[config.mk]
export PLATFORM = sky130hd
export DESIGN_NAME = command_frame_receiver_crc8
export DESIGN_NICKNAME = d
export VERILOG_FILES = /design/src/rtl/cfr8_pkg.sv /design/src/rtl/command_frame_receiver_crc8.sv
export SDC_FILE = /design/constraint.sdc
export NUM_CORES = 1
export LEC_CHECK = 0
export BUFFER_PORTS_ARGS = -buffer_cell sky130_fd_sc_hd__buf_2
export CAP_MARGIN = 10
export CORE_UTILIZATION = 35
export CTS_BUF_LIST = sky130_fd_sc_hd__clkbuf_8 sky130_fd_sc_hd__clkbuf_16
export DETAILED_ROUTE_END_ITERATION = 10
export GPL_TIMING_DRIVEN = 0
export PLACE_DENSITY = 0.61
export SLEW_MARGIN = 5
export SYNTH_ARGS = -nofsm -noshare
export SYNTH_HDL_FRONTEND = slang
export SYNTH_SLANG_ARGS = --single-unit
[constraint.sdc]
create_clock -name clk -period 3.1 [get_ports clk]
set_input_delay 0.31 -clock clk [delete_from_list [all_inputs] [get_ports clk]]
set_output_delay 0.31 -clock clk [all_outputs]
set_load 0.02 [all_outputs]
[src/rtl/cfr8_pkg.sv]
// ----------------------------------------------------------------------------
// cfr8_pkg: shared types and constants for the command frame receiver
// Frame layout, register indexes, status codes and the CRC-8 byte update.
// ----------------------------------------------------------------------------
`default_nettype none

package cfr8_pkg;

    localparam int MAX_PAYLOAD    = 16;
    localparam int FRAME_OVERHEAD = 4;

    localparam int LEN_W   = $clog2(MAX_PAYLOAD + 1);                  // saturated length
    localparam int IDX_W   = $clog2(MAX_PAYLOAD);                      // payload index
    localparam int POS_W   = $clog2(MAX_PAYLOAD + FRAME_OVERHEAD);     // frame position
    localparam int CFG_W   = 8;
    localparam int CIDX_W  = 2;

    localparam logic [7:0] CRC_POLY = 8'h8C;

    // frame positions of the fixed bytes
    localparam logic [POS_W-1:0] POS_LENGTH   = POS_W'(1);
    localparam logic [POS_W-1:0] POS_COMMAND  = POS_W'(2);
    localparam logic [POS_W-1:0] POS_CHECKSUM = POS_W'(3);
    localparam logic [POS_W-1:0] POS_PAYLOAD  = POS_W'(FRAME_OVERHEAD);

    // configuration register indexes
    localparam logic [CIDX_W-1:0] REG_PAYLOAD_LEN = 2'd0;
    localparam logic [CIDX_W-1:0] REG_UNSUPPORTED = 2'd1;
    localparam logic [CIDX_W-1:0] REG_CONFLICT    = 2'd2;
    localparam logic [CIDX_W-1:0] REG_BAD_PARAM   = 2'd3;

    typedef enum logic [2:0] {
        STATUS_OK          = 3'd0,
        STATUS_CHECKSUM    = 3'd1,
        STATUS_UNSUPPORTED = 3'd2,
        STATUS_LENGTH      = 3'd3,
        STATUS_CONFLICT    = 3'd4,
        STATUS_BAD_PARAM   = 3'd5
    } status_t;

    // reflected CRC-8, one byte, no final xor
    function automatic logic [7:0] crc8_byte(input logic [7:0] crc, input logic [7:0] data);
        logic [7:0] c;
        c = crc ^ data;
        for (int i = 0; i < 8; i++)
        begin
            c = c[0] ? ((c >> 1) ^ CRC_POLY) : (c >> 1);
        end
        return c;
    endfunction

endpackage

`default_nettype wire

[src/rtl/command_frame_receiver_crc8.sv]
// ----------------------------------------------------------------------------
// command_frame_receiver_crc8: CRC-8 checked command frame receiver
// Takes a reply frame byte by byte, checks it and streams out one result
// per payload byte (or one result for an acknowledge frame).
// ----------------------------------------------------------------------------
// Throughput: one byte accepted per cycle outside the stall below; results leave
//   at one per cycle while m_tready is high. A frame's first result passes
//   through the descriptor, which loads with the frame's final byte, and then
//   through the output register.
// The input stalls only when a byte sits where the frame would end while the
//   previous frame's results are still being moved into the output register.
// Reset (rst_n low, async): frame state, CRC and registers to defaults; no results.
`default_nettype none

module command_frame_receiver_crc8 (
    input  wire logic                        clk,
    input  wire logic                        rst_n,
    // configuration write port
    input  wire logic                        cfg_we,
    input  wire logic [cfr8_pkg::CIDX_W-1:0] cfg_index,
    input  wire logic [cfr8_pkg::CFG_W-1:0]  cfg_data,
    // received byte requests
    input  wire logic                        s_tvalid,
    output logic                             s_tready,
    input  wire logic [7:0]                  s_tdata,   // [7:0] rx_byte
    input  wire logic                        s_tuser,   // [0] restart
    // result requests
    output logic                             m_tvalid,
    input  wire logic                        m_tready,
    output logic [23:0]                      m_tdata,   // [7:0] command, [10:8] status,
                                                        // [18:11] payload_byte,
                                                        // [22:19] byte_index, [23] zero
    output logic                             m_tuser,   // [0] has_payload
    output logic                             m_tlast    // last result of the frame
);
    import cfr8_pkg::*;

    // ------------------------------------------------------------------
    // Configuration registers
    // ------------------------------------------------------------------
    logic [4:0] len_cfg_reg;
    logic [7:0] unsup_code_reg;
    logic [7:0] conflict_code_reg;
    logic [7:0] bad_param_code_reg;

    always_ff @(posedge clk or negedge rst_n)
    begin
        if (!rst_n)
        begin
            len_cfg_reg        <= '0;
            unsup_code_reg     <= 8'd1;
            conflict_code_reg  <= 8'd2;
            bad_param_code_reg <= 8'd3;
        end
        else if (cfg_we)
        begin
            unique case (cfg_index)
                REG_PAYLOAD_LEN: len_cfg_reg        <= cfg_data[4:0];
                REG_UNSUPPORTED: unsup_code_reg     <= cfg_data;
                REG_CONFLICT:    conflict_code_reg  <= cfg_data;
                REG_BAD_PARAM:   bad_param_code_reg <= cfg_data;
                default:         ;
            endcase
        end
    end

    // Length above the store size saturates.
    logic [LEN_W-1:0] len_sat;
    assign len_sat = (32'(len_cfg_reg) > MAX_PAYLOAD) ? LEN_W'(MAX_PAYLOAD)
                                                      : LEN_W'(len_cfg_reg);

    // frame end compare is done one bit wider than the position
    logic [POS_W:0] frame_len;
    assign frame_len = (POS_W+1)'(len_sat) + (POS_W+1)'(FRAME_OVERHEAD);

    // ------------------------------------------------------------------
    // Frame assembly state
    // ------------------------------------------------------------------
    logic [POS_W-1:0] pos_reg,      pos_next;
    logic [7:0]       crc_reg,      crc_next;
    logic [7:0]       length_reg,   length_next;
    logic [7:0]       command_reg,  command_next;
    logic [7:0]       checksum_reg, checksum_next;
    logic             wr_bank_reg,  wr_bank_next;

    // Two payload banks: one fills while the other drains to the output.
    logic [7:0] payload_mem [2][MAX_PAYLOAD];

    // Frame descriptor handed to the output side
    logic             desc_busy_reg,   desc_busy_next;
    logic             desc_bank_reg;
    logic [IDX_W-1:0] desc_idx_reg,    desc_idx_next;
    logic [LEN_W-1:0] desc_len_reg;
    logic [7:0]       desc_cmd_reg;
    status_t          desc_status_reg;

    // Output register
    logic             out_valid_reg, out_valid_next;
    logic [7:0]       out_cmd_reg;
    status_t          out_status_reg;
    logic [7:0]       out_payload_reg;
    logic [IDX_W-1:0] out_index_reg;
    logic             out_has_reg;
    logic             out_last_reg;

    // ------------------------------------------------------------------
    // Input side
    // ------------------------------------------------------------------
    logic             near_end;
    logic             in_fire;
    logic             restart;
    logic [7:0]       rx_byte;
    logic [POS_W-1:0] pos_base;
    logic [7:0]       crc_base;
    logic             frame_done;
    logic             pay_wr;
    logic [IDX_W-1:0] pay_wr_addr;
    logic [POS_W-1:0] pay_off;
    status_t          status_new;

    assign rx_byte = s_tdata;
    assign restart = s_tuser;

    // The next byte could finish a frame (a restart never does, so it is
    // ignored here to keep ready off the data). Hold it while the previous
    // descriptor is still draining.
    assign near_end = ((POS_W+1)'(pos_reg) + 1'b1) >= frame_len;
    assign s_tready = !(desc_busy_reg && near_end);
    assign in_fire  = s_tvalid && s_tready;

    assign pos_base = restart ? '0 : pos_reg;
    assign crc_base = restart ? '0 : crc_reg;
    assign pay_off  = pos_base - POS_PAYLOAD;

    always_comb
    begin
        length_next   = length_reg;
        command_next  = command_reg;
        checksum_next = checksum_reg;
        crc_next      = crc_base;
        pay_wr        = 1'b0;
        pay_wr_addr   = pay_off[IDX_W-1:0];

        if (pos_base == POS_CHECKSUM)
        begin
            checksum_next = rx_byte;
        end
        else
        begin
            if (pos_base == POS_LENGTH)
                length_next = rx_byte;
            else if (pos_base == POS_COMMAND)
                command_next = rx_byte;
            else if (pos_base >= POS_PAYLOAD && 32'(pay_off) < MAX_PAYLOAD)
                pay_wr = 1'b1;
            crc_next = crc8_byte(crc_base, rx_byte);
        end
    end

    assign frame_done = ((POS_W+1)'(pos_base) + 1'b1) >= frame_len;

    // Status priority differs between payload and acknowledge frames.
    always_comb
    begin
        if (len_sat != '0)
        begin
            if (checksum_next != crc_next)
                status_new = STATUS_CHECKSUM;
            else if (command_next == unsup_code_reg)
                status_new = STATUS_UNSUPPORTED;
            else if (length_next != 8'(len_sat))
                status_new = STATUS_LENGTH;
            else
                status_new = STATUS_OK;
        end
        else
        begin
            if (checksum_next != crc_next || length_next != 8'd0)
                status_new = STATUS_CHECKSUM;
            else if (command_next == conflict_code_reg)
                status_new = STATUS_CONFLICT;
            else if (command_next == unsup_code_reg)
                status_new = STATUS_UNSUPPORTED;
            else if (command_next == bad_param_code_reg)
                status_new = STATUS_BAD_PARAM;
            else
                status_new = STATUS_OK;
        end
    end

    always_comb
    begin
        pos_next     = pos_reg;
        wr_bank_next = wr_bank_reg;
        if (in_fire)
        begin
            if (frame_done)
            begin
                pos_next     = '0;
                wr_bank_next = !wr_bank_reg;
            end
            else
            begin
                pos_next = pos_base + 1'b1;
            end
        end
    end

    always_ff @(posedge clk or negedge rst_n)
    begin
        if (!rst_n)
        begin
            pos_reg      <= '0;
            crc_reg      <= '0;
            length_reg   <= '0;
            command_reg  <= '0;
            checksum_reg <= '0;
            wr_bank_reg  <= 1'b0;
        end
        else
        begin
            pos_reg     <= pos_next;
            wr_bank_reg <= wr_bank_next;
            if (in_fire)
            begin
                crc_reg      <= frame_done ? '0 : crc_next;
                length_reg   <= length_next;
                command_reg  <= command_next;
                checksum_reg <= checksum_next;
            end
        end
    end

    always_ff @(posedge clk)
    begin
        if (in_fire && pay_wr)
            payload_mem[wr_bank_reg][pay_wr_addr] <= rx_byte;
    end

    // ------------------------------------------------------------------
    // Output side: descriptor walks its payload into the output register
    // ------------------------------------------------------------------
    logic out_load;
    logic desc_has;
    logic desc_last;

    assign out_load  = desc_busy_reg && (!out_valid_reg || m_tready);
    assign desc_has  = (desc_len_reg != '0);
    assign desc_last = !desc_has || (LEN_W'(desc_idx_reg) + 1'b1 == desc_len_reg);

    always_comb
    begin
        desc_busy_next = desc_busy_reg;
        desc_idx_next  = desc_idx_reg;
        if (in_fire && frame_done)
        begin
            desc_busy_next = 1'b1;
            desc_idx_next  = '0;
        end
        else if (out_load)
        begin
            if (desc_last)
                desc_busy_next = 1'b0;
            else
                desc_idx_next = desc_idx_reg + 1'b1;
        end

        if (out_load)
            out_valid_next = 1'b1;
        else if (m_tready)
            out_valid_next = 1'b0;
        else
            out_valid_next = out_valid_reg;
    end

    always_ff @(posedge clk or negedge rst_n)
    begin
        if (!rst_n)
        begin
            desc_busy_reg <= 1'b0;
            desc_idx_reg  <= '0;
            out_valid_reg <= 1'b0;
        end
        else
        begin
            desc_busy_reg <= desc_busy_next;
            desc_idx_reg  <= desc_idx_next;
            out_valid_reg <= out_valid_next;
        end
    end

    always_ff @(posedge clk)
    begin
        if (in_fire && frame_done)
        begin
            desc_bank_reg   <= wr_bank_reg;
            desc_len_reg    <= len_sat;
            desc_cmd_reg    <= command_next;
            desc_status_reg <= status_new;
        end
        if (out_load)
        begin
            out_cmd_reg     <= desc_cmd_reg;
            out_status_reg  <= desc_status_reg;
            out_payload_reg <= desc_has ? payload_mem[desc_bank_reg][desc_idx_reg] : 8'd0;
            out_index_reg   <= desc_has ? desc_idx_reg : '0;
            out_has_reg     <= desc_has;
            out_last_reg    <= desc_last;
        end
    end

    assign m_tvalid = out_valid_reg;
    assign m_tdata  = {1'b0, out_index_reg, out_payload_reg, out_status_reg, out_cmd_reg};
    assign m_tuser  = out_has_reg;
    assign m_tlast  = out_last_reg;

endmodule

`default_nettype wire

==> metrics list, run 1 <==
- Maximum clock rate: 324 MHz
* Multi-input combinational cell area: 5910 µm²
- Largest register FFs: 256
- Dominant combinational cell family by area after synthesis: multiplexers
* Die Span X: 220 µm
* Startpoint kind of the worst setup timing path: flip-flop
* Final standard cell area without fillers: 20,100 µm²
- Measured in cells, the most critical reg-to-reg path has a length of 13.
- Core occupancy in the finished layout: 0.430
- For the worst-skew pair, the clock arrives at the later sink with an insertion delay of 0.56 ns.
- Compared with the post-synthesis result, the final layout area differs by 21.2%.
- Endpoint of the worst register-to-register path: desc_status_reg[0]$_DFFE_PP_
- Gate count of the mapped netlist: 1,125
- Across the whole layout, storage elements account for 10,800 µm².
- Unique masters post-synth: 70
* RSZ-0062 raised after global routing: yes
- Post-Synth XOR/XNOR Area: 0.0325
* Die H: 220 µm
- The first TritonRoute pass finished after 8 iterations.
- Dividing the synthesized area by the synthesized cell count gives 14.7 µm².
- Most area-consuming cells after synthesis: sky130_fd_sc_hd__edfxtp_1, sky130_fd_sc_hd__dfrtp_1, sky130_fd_sc_hd__mux4_2
- Of the total synthesized cell area, the portion taken by AND, OR, NAND and NOR gates is 0.0839.
- Max Root-Sink Buffers: 3
- The final max-slew violation count is 0.
* Clock sink count: 372
* Global router's overall resource usage: 0.168
* Instance area after placement: 17,800 µm²
* Number of synthesized flops with an enable pin: 298
* Number of global-route vias before repair: 10,198
- Routability-driven placement finished with a final weighted congestion of 0.894.
- After detailed routing, the number of vias per cell comes to 5.34.
* Adder-cell share of the synthesized area: 0.0142
* Worst path setup slack after routing: 0.0106 ns
- In this run the remaining antenna-violating nets after routing total 0.
- Clock tree skew after final layout: 0.0299 ns
- For the pin with the worst max-slew slack, the measured transition is 0.980 ns.
- Number of levels in the clock H-tree: 2
- At the worst endpoint, the arrival time is 3.38 ns.
* Kind of path behind the tightest hold check: input pin to flip-flop
- Share of the synthesized area in the top cell type: 0.540
- The layout has 4,224 filler cells.
- Entering global routing, the biggest net connects 66 pins.
* Die area: 48,200 µm²
- Global-route wire length before repair: 60.9 mm
- Final HPWL DP: 26.2 mm
* Cell taking the most area after synthesis: sky130_fd_sc_hd__edfxtp_1
* Initial standard-cell utilization of the core: 0.355
* Failing checks: design-rule violations
- Mux cell area share after synthesis: 0.118
- The tree is rooted in a sky130_fd_sc_hd__clkbuf_16.
* Power density normalized to cell area: 763 nW/µm²
- Among all flip-flop cells after synthesis, the most frequent one is sky130_fd_sc_hd__edfxtp_1.
* YS warnings: 0
- Ant diodes: 0
- The core region is 46,700 µm².
- Headroom to the max-slew limit came out at 0.345.
- Most common cell after layout, fill and taps aside: sky130_fd_sc_hd__edfxtp_1
* Nets@finish: 1,314
- Setup violations remaining at the end of the flow were counted as 0.
- Time the worst path needs with I/O delays and setup: 3.09 ns
* Share of synthesized area occupied by flip-flops and latches: 0.652
- Of the available clock period, the critical path in the final layout requires 0.997.
- Compound-gate portion of the synthesized area: 0.0796
- payload_mem holds more flip-flops than any other register.
* Overflow left after global routing: 0
- TritonCTS built the clock tree.
- Number of synthesized register bits: 372
* DR WL/cell: 20.9 µm
- The run finished, with violations left.
- Number of hold violations in the final report: 0
- I/O pin count: 52
- Worst reg2reg setup slack: 0.01 ns
- At the placement stage, the worst setup path has a slack of -1.13 ns.
* Remaining routing DRC violations: 6
- Worst setup EP type: flip-flop
- Wires add up to 39.8 mm.
- FFs w/ async S/R, synth: 0.196
* WS Path Type: flip-flop to flip-flop
- Data on the critical path is required at its endpoint by 3.39 ns.
- Via count: 10,195
- Number of port buffers: 50
- Netlist Area Pre-Place: 16,600 µm²
- The startpoint identified for the worst register-to-register timing path is pos_reg[0]$_DFFE_PN0P_.
- Number of placement rows: 79
- Clock input transition at the sequential cells of the worst setup and hold paths: 0.06 ns
* Initial antenna violation count: 1
- In this run the worst setup path terminates at desc_status_reg[0]$_DFFE_PP_.
* Largest fanout on the critical path: 8
- Max Cap Violations: 0
* Number of DRC violations after detailed-routing iteration 0: 772
* Standby leakage power: 7.31 nW
- Worst-case vdd ir drop: 0.395 mV
- Most frequent cells in the layout: sky130_fd_sc_hd__edfxtp_1, sky130_fd_sc_hd__nor2_1, sky130_fd_sc_hd__mux2i_1
- Buffers inserted during clock tree synthesis total 39.
- Fraction of layout instances using a drive strength above 1: 0.272
- The most critical setup path has its startpoint at pos_reg[0]$_DFFE_PN0P_.
power by group:
| group | leakage [nW] | total [mW] | switching [mW] | internal, mW |
|---|---|---|---|---|
| registers | 3.57 | 6.26 | 0.337 | 5.93 |
| clock network | 0.600 | 4.33 | 1.97 | 2.36 |
| logic | 3.15 | 4.72 | 2.76 | 1.96 |
| total | 7.31 | 15.3 | 5.07 | 10.2 |
per-layer routing:
metal	vias to the layer above	global-route usage	share of wire
met2	299	0.271	0.48
met1	5164	0.228	0.44
met4	2	0.0634	0.032
met5	-	0	0.00025
li1	4648	-	-
met3	82	0.0254	0.056
worst min-delay path by stage:
stage	to	start	depth (start not counted)	slack (ns)
after floorplan	bad_param_code_reg[2]$_DFFE_PN0P_	rst_n	0	0.01
after global placement	out_cmd_reg[1]$_DFFE_PP_	desc_cmd_reg[1]$_DFFE_PP_	0	0.41
after detailed placement	checksum_reg[0]$_DFFE_PN0P_	rst_n	1	0.16
after CTS	unsup_code_reg[7]$_DFFE_PN0P_	cfg_data[7]	2	0.008
after global routing	bad_param_code_reg[6]$_DFFE_PN0P_	cfg_data[6]	2	0.02
final	unsup_code_reg[6]$_DFFE_PN0P_	cfg_data[6]	2	0.03
Yosys cell counts (13+ instances only):
master                     number
sky130_fd_sc_hd__a31oi_1       13
sky130_fd_sc_hd__nor4_1        15
sky130_fd_sc_hd__inv_1         14
sky130_fd_sc_hd__buf_1         14
sky130_fd_sc_hd__mux4_2        33
sky130_fd_sc_hd__mux2_2        44
sky130_fd_sc_hd__o221ai_1      17
sky130_fd_sc_hd__o21ai_0       27
sky130_fd_sc_hd__nor3_1        21
sky130_fd_sc_hd__nand2_1       52
sky130_fd_sc_hd__xor2_1        15
sky130_fd_sc_hd__nor2_1        79
sky130_fd_sc_hd__nand2b_1      20
sky130_fd_sc_hd__nor2b_1       13
sky130_fd_sc_hd__edfxtp_1     298
sky130_fd_sc_hd__xnor2_1       32
sky130_fd_sc_hd__o22ai_1       16
sky130_fd_sc_hd__ha_1          18
sky130_fd_sc_hd__mux2i_1       69
sky130_fd_sc_hd__a21oi_1       42
sky130_fd_sc_hd__clkbuf_1      34
sky130_fd_sc_hd__dfrtp_1       69
sky130_fd_sc_hd__and3_1        34
worst max-delay path, cell delays in order (launching register included):
cell and delay, ns:
sky130_fd_sc_hd__dfrtp_2 0.47, sky130_fd_sc_hd__nand2b_4 0.10, sky130_fd_sc_hd__inv_4 0.05, sky130_fd_sc_hd__ha_4 0.15, sky130_fd_sc_hd__buf_6 0.12, sky130_fd_sc_hd__or4bb_1 0.53, sky130_fd_sc_hd__clkbuf_16 0.21, sky130_fd_sc_hd__o211ai_4 0.14
sky130_fd_sc_hd__a21oi_1 0.11, sky130_fd_sc_hd__nor4_1 0.26, sky130_fd_sc_hd__nand4_1 0.22, sky130_fd_sc_hd__nand3_1 0.14, sky130_fd_sc_hd__nand2_1 0.06, sky130_fd_sc_hd__a211o_1 0.27
final cells by class:
| cell class | instances | area share |
|---|---|---|
| sequential | 372 | 0.538 |
| clock inverter | 31 | 0.00860 |
| buffer | 61 | 0.0194 |
| multi-input combinational | 676 | 0.294 |
| clock buffer | 40 | 0.0498 |
| tap | 607 | 0.0378 |
| timing repair buffer | 108 | 0.0492 |
| inverter | 14 | 0.00274 |
stage by stage:
step                      setup TNS, ns  cells  hold WS (ns)  power, mW
final                                 0   1909        0.0282       15.3
after global routing             -0.248   1909        0.0249       16.0
after CTS                             0   1905       0.00824       15.3
after detailed placement        -232.76   1785         0.163       10.8
after global placement          -239.36   1783         0.408       10.7
after floorplan                  -13.80   1126        0.0144       9.44
what timing repair did:
item / in CTS / in global routing
resized for setup: 79 / 29
buffers inserted: 49 / 5
cloned: 0 / 0
pin swaps: 40 / 15
setup endpoints to repair: 322 / 107
hold buffers: 2 / 0
hold endpoints to repair: 70 / 0
logic make-up after synthesis:
| logic type | count (synthesis) |
|---|---|
| other | 2 |
| AND/OR/NAND/NOR | 271 |
| flip-flops | 372 |
| multiplexers | 148 |
| XOR/XNOR | 53 |
| buffers and inverters | 78 |
| adder cells (fa/ha/maj) | 19 |
| AO/OA/AOI/OAI | 182 |
Power figures use the tool's default switching activity.
==> run 2, diff against run 1 <==
Settings changed: GPL_TIMING_DRIVEN 0 to unset.
==> metrics list, run 2 (same netlist as run 1, synthesis figures left out) <==
- In the global route stage, overall resource usage came out at 0.167.
- The worst setup path is captured at an output pin.
- Wire length reported by the detailed router: 39.8 mm
* Overflow left after global routing: 0
* Clock input transition at the sequential cells of the worst setup and hold paths: 0.06 ns
- Time the worst path needs with I/O delays and setup: 3.06 ns
- Global-route wire length before repair: 61.1 mm
* Die Span X: 220 µm
* Fraction of layout instances using a drive strength above 1: 0.294
- Final setup violation count: 0
- Post-DR vias/cell: 5.21
* Worst path setup slack after routing: 0.0395 ns
* Number of placement rows: 79
* Core area: 46,700 µm²
* Final worst-path cycle share: 0.987
- Initial standard-cell utilization of the core: 0.355
- Area added between synthesis and finish: 20.8%
* Most frequent cells in the layout: sky130_fd_sc_hd__edfxtp_1, sky130_fd_sc_hd__buf_4, sky130_fd_sc_hd__nor2_1
- Clock buffers created by TritonCTS: 40
- DR WL/cell: 20.6 µm
- OpenSTA, run right after detailed placement, puts the worst setup slack at -0.148 ns.
* I/O pin count: 52
* Worst slew pin tran: 1.02 ns
- Pin count of the biggest net entering global routing: 74
- Ranked by flip-flop count, first place goes to payload_mem.
- Number of levels in the clock H-tree: 2
- For this run, the top clock speed supported by timing is 327 MHz.
- Clock tree skew after final layout: 0.0187 ns
* Clock latency of the later-clocked register in the worst-skew pair: 0.54 ns
- Max Root-Sink Buffers: 3
- Initial antenna violation count: 1
- The flow ran to the end, but the final reports show violations.
- The final route contains 10,034 vias.
- Total of fill cells in the finished design: 4,201
* Router iterations before antenna repair: 8
* Required time of the worst setup path: 2.79 ns
- Number of global-route vias before repair: 10,261
- In this run the vertical extent of the chip is 220 µm.
- Along the worst path, the maximum fanout reaches 2.
- For this run, the post-layout net count is 1,331.
* Number of hold violations in the final report: 0
- Measured on the finished design, the core utilization comes to 0.429.
* Clock root cell: sky130_fd_sc_hd__clkbuf_16
- Number of DRC violations after detailed-routing iteration 0: 720
* Final HPWL DP: 26.6 mm
- Ant diodes: 0
- Total power: 15.8 mW
- Number of port buffers: 50
- Failing checks: design-rule violations
- The die covers 48,200 µm².
- In this run the tightest slew margin relative to its limit is 0.321.
* Worst Path Arrival: 2.75 ns
* Final weighted congestion in routability-driven placement: 0.845
* Fin. max-slew vios: 0
- TritonCTS built the clock tree.
* RSZ-0062 raised after global routing: yes
* Startpoint kind of the worst setup timing path: flip-flop
- The setup path with the least slack is of type flip-flop to output pin.
- Power density normalized to cell area: 789 nW/µm²
* Largest register FFs: 256
- Setup tns final: 0 ns
- Max Cap Violations: 0
- For this design, the sink count on the clock tree is 372.
- Summed over all cells, the static leakage comes to 7.37 nW.
- In this run the worst hold path is classified as input pin to flip-flop.
* Remaining routing DRC violations: 6
- Residual antenna-violating net count after detailed routing: 0
- Across the VDD grid, the largest voltage drop is 0.436 mV.
- Leaving out fill and tap cells, the most frequent cell in the layout is sky130_fd_sc_hd__edfxtp_1.
run 2: changes by cell type in the layout (fill, tap and decap cells not counted), sizes merged, moves of 3 or more:
cell,previous run,this run
clkinv,18,10
clkbuf,76,50
inv,22,25
buf,131,184
clkinvlp,5,1
run 2: area by class of cell:
cell class              instances  area (µm²)  area share
clock inverters                23         149     0.00744
multi-input cells             676        5700       0.285
clock buffers                  50        1160      0.0580
inverters                      14        55.1     0.00275
flip-flops and latches        372       10800       0.540
well taps                     607         759      0.0379
repair buffers                185        1400      0.0697
run 2: power by group:
part | total, mW | switching (mW) | internal, mW
registers | 6.31 | 0.388 | 5.92
logic | 4.83 | 2.64 | 2.19
clock network | 4.67 | 1.93 | 2.74
run 2: per-layer routing:
| layer | part of all wire | track usage | routed length (µm) | vias to the layer above |
|---|---|---|---|---|
| li1 | - | - | - | 4667 |
| met1 | 0.46 | 0.230 | 18300 | 5085 |
| met2 | 0.47 | 0.271 | 18800 | 209 |
| met3 | 0.040 | 0.0261 | 1590 | 71 |
| met4 | 0.027 | 0.0543 | 1060 | 2 |
| met5 | 0.00033 | 0 | 13 | - |
run 2: metrics by stage:
stage | cell area [µm²] | instances | hold slack (ns)
2_1_floorplan | 16700 | 1126 | 0.0144
3_3_place_gp | 18400 | 1844 | 0.405
3_5_place_dp | 18400 | 1844 | 0.406
4_1_cts | 19800 | 1919 | 0.0207
5_1_grt | 20000 | 1927 | 0.0298
6_report | 20000 | 1927 | 0.0377
run 2: path summary, 6_finish.rpt:
kind / from / end / slack [ns] / cells past startpoint
min in group asynchronous: rst_n / checksum_reg[4]$_DFFE_PN0P_ / 0.47 / 2
setup / recovery: pos_reg[0]$_DFFE_PN0P_ / s_tready / 0.04 / 10
hold reg to reg: desc_cmd_reg[6]$_DFFE_PP_ / out_cmd_reg[6]$_DFFE_PP_ / 0.42 / 0
max in group asynchronous: rst_n / conflict_code_reg[2]$_DFFE_PN0P_ / 1.96 / 2
setup reg to reg: pos_reg[0]$_DFFE_PN0P_ / desc_status_reg[0]$_DFFE_PP_ / 0.05 / 15
hold / removal: cfg_data[5] / unsup_code_reg[5]$_DFFE_PN0P_ / 0.04 / 2
run 2: repair_timing:
| action | 4_1_cts | 5_1_grt |
|---|---|---|
| pin swaps | 7 | 15 |
| gates cloned | 0 | 1 |
| hold buffers | 1 | 0 |
| setup buffers | 1 | 7 |
| resized for setup | 24 | 34 |
| hold endpoints to repair | 23 | 0 |
| setup endpoints to repair | 59 | 148 |
run 2: critical path: stages (launching register included):
cell	delay [ns]
sky130_fd_sc_hd__dfrtp_1	0.40
sky130_fd_sc_hd__ha_1	0.30
sky130_fd_sc_hd__ha_1	0.27
sky130_fd_sc_hd__a21o_1	0.15
sky130_fd_sc_hd__a21o_1	0.18
sky130_fd_sc_hd__a21oi_2	0.15
sky130_fd_sc_hd__maj3_2	0.23
sky130_fd_sc_hd__buf_4	0.11
sky130_fd_sc_hd__nor2b_1	0.04
sky130_fd_sc_hd__o21ai_2	0.22
sky130_fd_sc_hd__buf_6	0.16
